<file path="src/rtl/wavp_pkg.sv">
// shared types and constants for the wav pcm16 stream parser
package wavp_pkg;

  // input item kinds carried in the slave tuser bit
  localparam logic CMD_BYTE = 1'b0;
  localparam logic CMD_END  = 1'b1;

  // chunk tags, first file byte in the high bits
  localparam logic [31:0] TAG_RIFF = 32'h5249_4646;
  localparam logic [31:0] TAG_WAVE = 32'h5741_5645;
  localparam logic [31:0] TAG_FMT  = 32'h666D_7420;
  localparam logic [31:0] TAG_DATA = 32'h6461_7461;

  localparam logic [31:0] FMT_BYTES   = 32'd16;
  localparam logic [15:0] PCM_CODE    = 16'd1;
  localparam logic [15:0] SAMPLE_BITS = 16'd16;
  localparam logic [15:0] MONO_CHANS  = 16'd1;

  typedef enum logic [1:0] {
    KIND_HEADER = 2'd0,
    KIND_FRAME  = 2'd1,
    KIND_ERROR  = 2'd2,
    KIND_EOA    = 2'd3
  } kind_e;

  typedef enum logic [2:0] {
    ERR_NONE          = 3'd0,
    ERR_BAD_RIFF      = 3'd1,
    ERR_FMT_SMALL     = 3'd2,
    ERR_FMT_TRUNCATED = 3'd3,
    ERR_FMT_MISSING   = 3'd4,
    ERR_NOT_PCM       = 3'd5,
    ERR_NOT_16BIT     = 3'd6
  } err_e;

  typedef struct packed {
    kind_e              kind;
    logic signed [15:0] left_sample;
    logic signed [15:0] right_sample;
    logic [31:0]        rate_hz;
    logic [15:0]        channel_count;
    logic [31:0]        payload_length;
    err_e               error_code;
  } result_t;

endpackage

</file>
<file path="src/rtl/wavp_parser.sv">
// byte-wise riff/wave header walker and pcm frame assembler
module wavp_parser import wavp_pkg::*; (
  input  logic    clk_i,
  input  logic    rst_ni,
  input  logic    in_valid_i,
  input  logic    in_cmd_i,
  input  logic [7:0] in_byte_i,
  output logic    res_valid_o,
  output result_t res_o
);

  typedef enum logic [2:0] {
    PH_RIFF  = 3'd0,
    PH_CHDR  = 3'd1,
    PH_FMT   = 3'd2,
    PH_SKIP  = 3'd3,
    PH_AUDIO = 3'd4,
    PH_HALT  = 3'd5
  } phase_e;

  phase_e      phase_q, phase_d;
  logic [3:0]  cnt_q, cnt_d;
  logic [31:0] tag_q, tag_d;
  logic [31:0] len_q, len_d;
  logic        hdr_ok_q, hdr_ok_d;
  logic [15:0] fmt_code_q, fmt_code_d;
  logic [15:0] chans_q, chans_d;
  logic [31:0] rate_q, rate_d;
  logic [15:0] bits_q, bits_d;
  logic        fmt_seen_q, fmt_seen_d;
  logic [23:0] frame_q, frame_d;
  logic [1:0]  fidx_q, fidx_d;

  logic [31:0] tag_shift;
  logic [31:0] len_lane;
  logic [31:0] len_dec;
  logic [31:0] fmt_rest;
  err_e        hdr_err;
  logic        mono;

  assign tag_shift = {tag_q[23:0], in_byte_i};
  assign len_lane  = len_q | ({24'b0, in_byte_i} << {cnt_q[1:0], 3'b000});
  assign len_dec   = len_q - 32'd1;
  assign fmt_rest  = len_q - FMT_BYTES;
  assign mono      = (chans_q == MONO_CHANS);

  // validation order: fmt missing, then format code, then sample width
  always_comb begin
    priority if (!fmt_seen_q)           hdr_err = ERR_FMT_MISSING;
    else if (fmt_code_q != PCM_CODE)    hdr_err = ERR_NOT_PCM;
    else if (bits_q != SAMPLE_BITS)     hdr_err = ERR_NOT_16BIT;
    else                                hdr_err = ERR_NONE;
  end

  always_comb begin
    phase_d    = phase_q;
    cnt_d      = cnt_q;
    tag_d      = tag_q;
    len_d      = len_q;
    hdr_ok_d   = hdr_ok_q;
    fmt_code_d = fmt_code_q;
    chans_d    = chans_q;
    rate_d     = rate_q;
    bits_d     = bits_q;
    fmt_seen_d = fmt_seen_q;
    frame_d    = frame_q;
    fidx_d     = fidx_q;
    res_valid_o = 1'b0;
    res_o       = '0;

    if (in_valid_i) begin
      if (in_cmd_i == CMD_END) begin
        unique case (phase_q)
          PH_RIFF: begin
            phase_d = PH_HALT;
            res_valid_o = 1'b1;
            res_o.kind = KIND_ERROR;
            res_o.error_code = ERR_BAD_RIFF;
          end
          PH_CHDR, PH_SKIP: begin
            phase_d = PH_HALT;
            res_valid_o = 1'b1;
            if (hdr_err != ERR_NONE) begin
              res_o.kind = KIND_ERROR;
              res_o.error_code = hdr_err;
            end else begin
              res_o.kind = KIND_HEADER;
              res_o.rate_hz = rate_q;
              res_o.channel_count = chans_q;
            end
          end
          PH_FMT: begin
            phase_d = PH_HALT;
            res_valid_o = 1'b1;
            res_o.kind = KIND_ERROR;
            res_o.error_code = ERR_FMT_TRUNCATED;
          end
          PH_AUDIO: begin
            phase_d = PH_HALT;
            frame_d = '0;
            fidx_d  = '0;
            res_valid_o = 1'b1;
            res_o.kind = KIND_EOA;
          end
          default: ;
        endcase
      end else begin
        unique case (phase_q)
          PH_RIFF: begin
            tag_d = tag_shift;
            if (cnt_q == 4'd3 && tag_shift != TAG_RIFF) hdr_ok_d = 1'b0;
            if (cnt_q == 4'd11) begin
              if (!hdr_ok_q || tag_shift != TAG_WAVE) begin
                phase_d = PH_HALT;
                res_valid_o = 1'b1;
                res_o.kind = KIND_ERROR;
                res_o.error_code = ERR_BAD_RIFF;
              end else begin
                phase_d = PH_CHDR;
                cnt_d = '0;
                tag_d = '0;
                len_d = '0;
              end
            end else begin
              cnt_d = cnt_q + 4'd1;
            end
          end
          PH_CHDR: begin
            if (!cnt_q[2]) begin
              tag_d = tag_shift;
              cnt_d = cnt_q + 4'd1;
            end else if (cnt_q != 4'd7) begin
              len_d = len_lane;
              cnt_d = cnt_q + 4'd1;
            end else begin
              len_d = len_lane;
              if (tag_q == TAG_FMT) begin
                if (len_lane < FMT_BYTES) begin
                  phase_d = PH_HALT;
                  res_valid_o = 1'b1;
                  res_o.kind = KIND_ERROR;
                  res_o.error_code = ERR_FMT_SMALL;
                end else begin
                  phase_d = PH_FMT;
                  cnt_d = '0;
                end
              end else if (tag_q == TAG_DATA) begin
                res_valid_o = 1'b1;
                if (hdr_err != ERR_NONE) begin
                  phase_d = PH_HALT;
                  res_o.kind = KIND_ERROR;
                  res_o.error_code = hdr_err;
                end else begin
                  phase_d = PH_AUDIO;
                  frame_d = '0;
                  fidx_d  = '0;
                  res_o.kind = KIND_HEADER;
                  res_o.rate_hz = rate_q;
                  res_o.channel_count = chans_q;
                  res_o.payload_length = len_lane;
                end
              end else if (len_lane == 32'd0) begin
                cnt_d = '0;
                tag_d = '0;
                len_d = '0;
              end else begin
                phase_d = PH_SKIP;
              end
            end
          end
          PH_FMT: begin
            unique case (cnt_q)
              4'd0:    fmt_code_d = {8'b0, in_byte_i};
              4'd1:    fmt_code_d[15:8] = in_byte_i;
              4'd2:    chans_d = {8'b0, in_byte_i};
              4'd3:    chans_d[15:8] = in_byte_i;
              4'd4:    rate_d = {24'b0, in_byte_i};
              4'd5:    rate_d[15:8] = in_byte_i;
              4'd6:    rate_d[23:16] = in_byte_i;
              4'd7:    rate_d[31:24] = in_byte_i;
              4'd14:   bits_d = {8'b0, in_byte_i};
              4'd15:   bits_d[15:8] = in_byte_i;
              default: ;
            endcase
            if (cnt_q == 4'd15) begin
              fmt_seen_d = 1'b1;
              if (fmt_rest == 32'd0) begin
                phase_d = PH_CHDR;
                cnt_d = '0;
                tag_d = '0;
                len_d = '0;
              end else begin
                phase_d = PH_SKIP;
                len_d = fmt_rest;
              end
            end else begin
              cnt_d = cnt_q + 4'd1;
            end
          end
          PH_SKIP: begin
            len_d = len_dec;
            if (len_dec == 32'd0) begin
              phase_d = PH_CHDR;
              cnt_d = '0;
              tag_d = '0;
            end
          end
          PH_AUDIO: begin
            if (mono && fidx_q == 2'd1) begin
              frame_d = '0;
              fidx_d  = '0;
              res_valid_o = 1'b1;
              res_o.kind = KIND_FRAME;
              res_o.left_sample  = {in_byte_i, frame_q[7:0]};
              res_o.right_sample = {in_byte_i, frame_q[7:0]};
            end else if (!mono && fidx_q == 2'd3) begin
              frame_d = '0;
              fidx_d  = '0;
              res_valid_o = 1'b1;
              res_o.kind = KIND_FRAME;
              res_o.left_sample  = frame_q[15:0];
              res_o.right_sample = {in_byte_i, frame_q[23:16]};
            end else begin
              unique case (fidx_q)
                2'd0:    frame_d[7:0]   = frame_q[7:0]   | in_byte_i;
                2'd1:    frame_d[15:8]  = frame_q[15:8]  | in_byte_i;
                2'd2:    frame_d[23:16] = frame_q[23:16] | in_byte_i;
                default: ;
              endcase
              fidx_d = fidx_q + 2'd1;
            end
          end
          default: ;
        endcase
      end
    end
  end

  always_ff @(posedge clk_i or negedge rst_ni) begin
    if (!rst_ni) begin
      phase_q    <= PH_RIFF;
      cnt_q      <= '0;
      tag_q      <= '0;
      len_q      <= '0;
      hdr_ok_q   <= 1'b1;
      fmt_code_q <= '0;
      chans_q    <= '0;
      rate_q     <= '0;
      bits_q     <= '0;
      fmt_seen_q <= 1'b0;
      frame_q    <= '0;
      fidx_q     <= '0;
    end else begin
      phase_q    <= phase_d;
      cnt_q      <= cnt_d;
      tag_q      <= tag_d;
      len_q      <= len_d;
      hdr_ok_q   <= hdr_ok_d;
      fmt_code_q <= fmt_code_d;
      chans_q    <= chans_d;
      rate_q     <= rate_d;
      bits_q     <= bits_d;
      fmt_seen_q <= fmt_seen_d;
      frame_q    <= frame_d;
      fidx_q     <= fidx_d;
    end
  end

endmodule

</file>
<file path="src/rtl/wavp_out_buf.sv">
// result register with one skid entry toward the master side
module wavp_out_buf import wavp_pkg::*; (
  input  logic    clk_i,
  input  logic    rst_ni,
  input  logic    push_i,
  input  result_t push_data_i,
  output logic    ready_o,
  output logic    m_valid_o,
  input  logic    m_ready_i,
  output result_t m_data_o
);

  logic    main_valid_q, main_valid_d;
  logic    skid_valid_q, skid_valid_d;
  result_t main_q, main_d;
  result_t skid_q, skid_d;
  logic    main_free;

  assign main_free = !main_valid_q || m_ready_i;
  assign ready_o   = !skid_valid_q;
  assign m_valid_o = main_valid_q;
  assign m_data_o  = main_q;

  always_comb begin
    main_valid_d = main_valid_q;
    skid_valid_d = skid_valid_q;
    main_d       = main_q;
    skid_d       = skid_q;
    if (main_free) begin
      if (skid_valid_q) begin
        main_valid_d = 1'b1;
        main_d       = skid_q;
        skid_valid_d = 1'b0;
      end else begin
        main_valid_d = push_i;
        main_d       = push_data_i;
      end
    end else if (push_i) begin
      skid_valid_d = 1'b1;
      skid_d       = push_data_i;
    end
  end

  always_ff @(posedge clk_i or negedge rst_ni) begin
    if (!rst_ni) begin
      main_valid_q <= 1'b0;
      skid_valid_q <= 1'b0;
    end else begin
      main_valid_q <= main_valid_d;
      skid_valid_q <= skid_valid_d;
    end
  end

  always_ff @(posedge clk_i) begin
    main_q <= main_d;
    skid_q <= skid_d;
  end

  // skid only fills behind a held result
  a_skid_behind_main: assert property (@(posedge clk_i) disable iff (!rst_ni)
    skid_valid_q |-> main_valid_q)
    else $error("skid entry valid without a held result");

  // no push may land while the skid entry is occupied
  a_no_overrun: assert property (@(posedge clk_i) disable iff (!rst_ni)
    push_i |-> !skid_valid_q)
    else $error("result pushed while skid entry full");

  // a drained skid entry moves into the result register
  a_skid_drains: assert property (@(posedge clk_i) disable iff (!rst_ni)
    (skid_valid_q && m_ready_i) |=> (main_valid_q && !skid_valid_q))
    else $error("skid entry lost on drain");

endmodule

</file>
<file path="src/rtl/wav_pcm16_stream_parser.sv">
// top level of the wav pcm16 stream parser
// Takes a WAV file one byte per transfer (tuser low) and an end-of-stream
// marker (tuser high), one transfer per clock with no gaps required. Each
// byte only updates counters, tags, lengths, fmt fields or the frame being
// assembled inside the parser, so a byte is absorbed in the cycle it is
// accepted; any result is registered for the master. s_axis_tready_o drops only
// when the output register is held by back pressure and its one skid entry
// is also full; a steady one transfer per cycle is sustained whenever the
// master side takes results. Results: a header (rate, channel count, data
// length, the latter 0 if the stream ended before a data chunk), an error
// code, 16-bit stereo frames (mono copied to both channels), and an end of
// audio marker. After an error, a header at end of stream, or end of audio
// the block ignores all input until reset.
module wav_pcm16_stream_parser import wavp_pkg::*; (
  input  logic         clk_i,
  input  logic         rst_ni,
  input  logic         s_axis_tvalid_i,
  output logic         s_axis_tready_o,
  input  logic [7:0]   s_axis_tdata_i,   // data_byte[7:0]
  input  logic         s_axis_tuser_i,   // cmd[0]
  output logic         m_axis_tvalid_o,
  input  logic         m_axis_tready_i,
  // left_sample[15:0], right_sample[31:16], rate_hz[63:32],
  // channel_count[79:64], payload_length[111:80], error_code[114:112], zero pad
  output logic [119:0] m_axis_tdata_o,
  output logic [1:0]   m_axis_tuser_o    // kind[1:0]
);

  logic    in_xfer;
  logic    res_valid;
  result_t res;
  result_t out_res;

  // input transfer completes on valid and ready
  assign in_xfer = s_axis_tvalid_i && s_axis_tready_o;

  wavp_parser u_parser (
    .clk_i       (clk_i),
    .rst_ni      (rst_ni),
    .in_valid_i  (in_xfer),
    .in_cmd_i    (s_axis_tuser_i),
    .in_byte_i   (s_axis_tdata_i),
    .res_valid_o (res_valid),
    .res_o       (res)
  );

  // result register plus skid entry decouples the two sides
  wavp_out_buf u_out_buf (
    .clk_i       (clk_i),
    .rst_ni      (rst_ni),
    .push_i      (res_valid),
    .push_data_i (res),
    .ready_o     (s_axis_tready_o),
    .m_valid_o   (m_axis_tvalid_o),
    .m_ready_i   (m_axis_tready_i),
    .m_data_o    (out_res)
  );

  // pack result fields from the lowest bit up
  assign m_axis_tdata_o = {5'b0,
                           out_res.error_code,
                           out_res.payload_length,
                           out_res.channel_count,
                           out_res.rate_hz,
                           out_res.right_sample,
                           out_res.left_sample};
  assign m_axis_tuser_o = out_res.kind;

endmodule
</file>
<file path="config.mk">
export PLATFORM = sky130hd
export DESIGN_NAME = wav_pcm16_stream_parser
export DESIGN_NICKNAME = d
export VERILOG_FILES = /design/src/rtl/wavp_pkg.sv /design/src/rtl/wavp_parser.sv /design/src/rtl/wavp_out_buf.sv /design/src/rtl/wav_pcm16_stream_parser.sv
export SDC_FILE = /design/constraint.sdc
export NUM_CORES = 1
export LEC_CHECK = 0
export ABC_AREA = 1
export BUFFER_PORTS_ARGS = -buffer_cell sky130_fd_sc_hd__buf_2
export CORE_UTILIZATION = 61
export DETAILED_ROUTE_END_ITERATION = 10
export GPL_TIMING_DRIVEN = 0
export PLACE_DENSITY = 0.83
export SYNTH_ARGS = -nofsm -noshare
export SYNTH_HDL_FRONTEND = slang
export SYNTH_HIERARCHICAL = 1
export SYNTH_SLANG_ARGS = --single-unit
</file>
<file path="constraint.sdc">
create_clock -name clk_i -period 11.9 [get_ports clk_i]
set_input_delay 1.785 -clock clk_i [delete_from_list [all_inputs] [get_ports clk_i]]
set_output_delay 1.785 -clock clk_i [all_outputs]
set_load 0.03 [all_outputs]
</file>
Word level (Yosys, flattened, before mapping)
Index checks and enable logic that the tools add are counted.
Storage, ports and cells
  register bits: 415
  latch bits: 0
  memory bits (writable): 0
  bits in read-only memories: 0
  logic and storage cells: 286
  memories kept: 0
Cells by class
  add/subtract/negate cells: 4
  $mul: 0
  div/mod/pow operators: 0
  $lt $le $gt $ge: 1
  equality and inequality tests: 54
  shift operators: 1
  multiplexer cells: 131
  bitwise logic cells: 6
  reductions and logical operators: 52
Operators by type and width (number)
  32-bit two-way mux: 22
  32-bit one-hot mux with 4 select lines: 2
  83-bit two-way mux: 3
  80-bit two-way mux: 3
  117-bit two-way mux: 2
  24-bit two-way mux: 9
  48-bit two-way mux: 3
  32-bit logical NOT: 3
  8-bit one-hot mux with 2 select lines: 6
  32-bit by 31-bit == test with 1-bit output (second input constant): 2
  32-bit by 31-bit inequality test with 1-bit output (second input constant): 2
  3-bit two-way mux: 19
  24-bit one-hot mux with 2 select lines: 1
  4-bit AND reduction: 12
  9-bit AND reduction: 5
  4-bit two-way mux: 11
  2-bit two-way mux: 20
  34-bit two-way mux: 1
  33-bit two-way mux: 1
  32-bit by 5-bit less-than comparator with 1-bit output (second input constant): 1
  32-bit bitwise OR: 1
  8-bit by 5-bit << shifter with 32-bit output: 1
  32-bit by 1-bit subtractor with 32-bit output (second input constant): 1
  32-bit by 5-bit subtractor with 32-bit output (second input constant): 1
  other kinds (50): 117

Logic depth before layout (Yosys ltp)
  depth in word-level cells: 14
  mapped depth: 20

Modules after synthesis
Netlist, hierarchy kept.
Modules (own cells, without submodules)
  wavp_parser: times used 1, cells an instance 1744, area each 12071.6 um^2
  wavp_out_buf: times used 1, cells an instance 620, area each 8555.7 um^2
  wav_pcm16_stream_parser: times used 1, cells an instance 8, area each 48.8 um^2

Worst setup path after synthesis
OpenSTA, ideal clock, no wires.
  kind: input to register
  from: in m_axis_tready_i
  to: reg u_out_buf/skid_q[0] (netlist bit) (enable)
  setup time: 594 ps
  arrival time: 9625 ps
  data required time: 11306 ps
  path slack: 1682 ps
  cell stages on the path: 3
  path buffers: 0
  cells stage by stage: inv_1 > nand2_1 > nor2_1
On the way
  cells in the longest elaborated chain, start to end: 3
RTL lines
  from (decl): line wav_pcm16_stream_parser.sv:22  | input logic m_axis_tready_i,
  1-bit logical OR: line wavp_out_buf.sv:19  | assign main_free = !main_valid_q || m_ready_i;
  via u_out_buf.main_free: line wavp_out_buf.sv:17  | logic main_free;
  1-bit NOT (no line)
  2-bit AND reduction (no line)
  to (signal assigned): line wavp_out_buf.sv:56  | skid_q <= skid_d;
  to (decl): line wavp_out_buf.sv:16  | result_t skid_q, skid_d;
The timed path passes the listed nets, and every way through them passes these cells.
A chain may end at the register's enable or synchronous reset.

Final worst setup path
  from: in s_axis_tdata_i[2]
  to: reg u_out_buf/skid_q[47] (netlist bit) (enable)
On the way
  cells in the longest elaborated chain, start to end: 11
RTL lines
  from (decl): line wav_pcm16_stream_parser.sv:19  | input logic [7:0] s_axis_tdata_i,
  8-bit by 5-bit << shifter with 32-bit output: line wavp_parser.sv:42  | assign len_lane = len_q | ({24'b0, in_byte_i} << {cnt_q[1:0], 3'b000});
  32-bit bitwise OR: line wavp_parser.sv:42
  32-bit by 5-bit less-than comparator with 1-bit output: line wavp_parser.sv:138  | if (len_lane < FMT_BYTES) begin
  1-bit two-way mux: line wavp_parser.sv:138
  1-bit two-way mux: line wavp_parser.sv:137  | if (tag_q == TAG_FMT) begin
  1-bit two-way mux: line wavp_parser.sv:132  | end else if (cnt_q != 4'd7) begin
  1-bit two-way mux: line wavp_parser.sv:129  | if (!cnt_q[2]) begin
  1-bit one-hot mux with 3 select lines (*): line wavp_parser.sv:108  | unique case (phase_q)
  1-bit two-way mux (*): line wavp_parser.sv:72  | if (in_cmd_i == CMD_END) begin
  1-bit two-way mux (*): line wavp_parser.sv:71  | if (in_valid_i) begin
  via res_valid: line wav_pcm16_stream_parser.sv:30  | logic res_valid;
  2-bit AND reduction (no line) (*)
Mark *: on every way through the listed nets, which the timed path passes. The rest lies on a longest branch.

==> flow_metrics.py <==
metrics = {
    "timing": {
        "slew_violations": 0,
        "tightest_slew_ns": 1.21,
        "fin_skew_ns": 0.0190,
        "hold_viol_final": 0,
        "tns_ns": 0,
        "setup_viol": 0,
        "layout_min_cycle_time_ns": 4.90,
        "post-route-period-util_pct": 41.1,
        "rsz0062_at_grt": "no",
        "relSlewSlack_pct": 18.3,
        "max_freq_mhz": 204,
    },
    "power": {
        "p_leak_nw": 10.8,
        "vdd_drop_max_mv": 0.276,
        "total_power_mw": 5.86,
        "p_per_area_nw_per_um2": 250,
    },
    "synth": {
        "yosysTopAreaCell": "edfxtp_1",
        "synthTopCellsByCount": "nand2_1 (743), edfxtp_1 (234), inv_1 (224)",
        "ys_ff_latch": 415,
        "synth-async-reset-ratio_pct": 43.6,
        "synth_top_area_share_pct": 34.0,
        "synth_area_um2": 20700,
        "yosysMostFrequentCell": "nand2_1",
        "synth-seq-area-share_pct": 55.9,
        "synth.avg_cell_area_um2": 8.72,
        "synth_edf_count": 234,
        "ys.flop_type": "edfxtp_1",
        "post_synth_num_cell_types": 54,
        "synthesis.instances": 2372,
        "yosysWarnings": 6,
        "yosys-top-cells-area": "edfxtp_1 (34%), dfrtp_1 (22%), nand2_1 (13%)",
    },
    "run_status": {
        "status": "finished clean",
    },
    "finish": {
        "drive_above_1_share_pct": 15.5,
        "final_core_util_pct": 70.1,
        "area_growth_pct": 13.4,
        "fillers": 2544,
        "layout.nets": 2582,
        "stdcell_area_um2": 23400,
        "final_cells": 3038,
        "diodes": 0,
    },
    "die": {
        "die_area_um2": 34600,
        "rows": 67,
        "design.core.area_um2": 33400,
        "die_w_um": 186,
        "start_util_pct": 61.8,
        "fp.dieH_um": 186,
        "pin_count": 137,
    },
    "clock_tree": {
        "clk_transition_reported_paths_ns": 0.06,
        "postCtsResizedCells": 0,
        "cts_tree": "yes",
        "cts_sinks": 415,
        "cts_buffers": 42,
        "cts_hold_buffers": 0,
        "cts_max_path_buffers": 3,
        "clkLatencyLatePin_ns": 0.56,
        "post_cts_buffers": 0,
        "cts_max_level": 2,
        "cts-root-buf": "clkbuf_16",
    },
    "detailed_routing": {
        "dr.pass1.iters": 8,
        "detail_route.wl_per_cell_um": 19.6,
        "ant_nets": 0,
        "vias": 17800,
        "drt_iter0_markers": 2218,
        "wirelength_um": 59500,
        "route.detailed.drc": 0,
        "routed_via_density": 5.87,
    },
    "placement": {
        "place_hpwl_um": 42500,
        "placed_cells_incl_taps": 2960,
        "post_dp_cell_area_um2": 22000,
        "numPortBuffers": 131,
        "place_congestion": 1.00,
    },
    "global_route": {
        "antenna_found_initial": 1,
        "grt_use_total_pct": 34.8,
        "grt_pass1_vias": 16700,
        "grt_overflow": 0,
        "grt_max_degree": 122,
        "grt_pass1_wl_um": 91000,
    },
    "run": {
        "max-cap-violations": 0,
    },
    "critical_path": {
        "cp-end-kind": "flop",
        "crit_type": "in -> reg",
        "start_kind": "input port",
        "arrival_ns": 5.14,
        "cp_max_fo": 32,
        "cp.required_ns": 12.15,
    },
    "min_path": {
        "hold_path_class": "reg -> reg",
    },
}
[layout by cell type (no fill, tap or decap), drive strengths merged, types with 12 or more instances in the layout]
cell type  instances
a21oi             63
buf              190
clkbuf            99
clkinv            18
dfrtp            180
edfxtp           234
ha                13
inv              243
nand2            789
nand3            133
nand4             37
nor2             230
nor3              59
o21ai            199
o221ai            12
o22ai             29
xor2              12
[cell families after synthesis]
family / after synthesis / synth area share (%)
AND/OR/NAND/NOR: 1267 / 26.7
flip-flops: 415 / 55.9
buffers and inverters: 345 / 7.14
AO/OA/AOI/OAI: 319 / 8.95
adder cells (fa/ha/maj): 13 / 0.787
XOR/XNOR: 12 / 0.545
other: 1 / 0.0181
[layout make-up]
type	instances	area, um2	area share, %
sequential	415	11600	49.3
multi-input combinational	1616	7670	32.7
clock buffer	49	1120	4.77
inverter	241	907	3.87
timing repair buffer	136	781	3.33
buffer	104	569	2.43
tap	448	561	2.39
clock inverter	29	278	1.18
[per-layer routing]
metal | global-route usage, % | up-vias | routed length (um)
li1 | - | 8177 | -
met1 | 45.2 | 8485 | 23100
met2 | 56.6 | 978 | 28100
met3 | 6.07 | 201 | 5280
met4 | 17.0 | 2 | 2990
met5 | 0 | - | 8
[worst max-delay path, cell delays in order]
cell,delay (ns)
buf_2,0.13
buf_2,0.26
nand2_1,0.21
o21ai_0,0.12
nor2_1,0.12
nand2_1,0.06
nor2_1,0.26
nand4_1,0.30
nor2_1,0.27
nand2_1,0.13
nand4_1,0.09
o21ai_0,0.08
inv_1,0.09
inv_1,0.06
nor2_4,0.59
buf_12,0.31
buf_12,0.24
[stage by stage]
step                      setup WS, ns  hold slack (ns)
final                             7.00            0.450
after global routing              6.85            0.475
after CTS                         7.12            0.451
after detailed placement          6.57            0.441
after global placement           -2.96            0.432
after floorplan                   1.68            0.424
[final timing paths]
kind	startpoint	endpoint	slack [ns]	cells past startpoint
max	s_axis_tdata_i[2]	u_out_buf/skid_q[47]	7.00	17
min	u_parser/hdr_ok_q	u_parser/hdr_ok_q	0.45	2
max reg2reg	u_parser/cnt_q[0]	u_out_buf/skid_q[47]	7.90	16
min reg2reg	u_parser/hdr_ok_q	u_parser/hdr_ok_q	0.45	2
max in group asynchronous	rst_ni	u_parser/rate_q[13]	9.73	2
min in group asynchronous	rst_ni	u_parser/tag_q[23]	1.17	1
[state kept, by name, summed over array words and instances, names as in the netlist, 4 cells and up]
register / cells
u_parser/rate_q: 32
u_parser/frame_q: 24
u_parser/bits_q: 16
u_parser/cnt_q: 4
u_out_buf/m_data_o: 117
u_out_buf/skid_q: 117
u_parser/fmt_code_q: 16
u_parser/tag_q: 32
u_parser/len_q: 32
u_parser/chans_q: 16
[where the power goes]
group | internal, mW | switching, mW | total [mW]
clock network | 0.767 | 0.569 | 1.34
logic | 0.690 | 1.83 | 2.52
registers | 1.79 | 0.208 | 2.00
(Power assumes the default switching activity.)
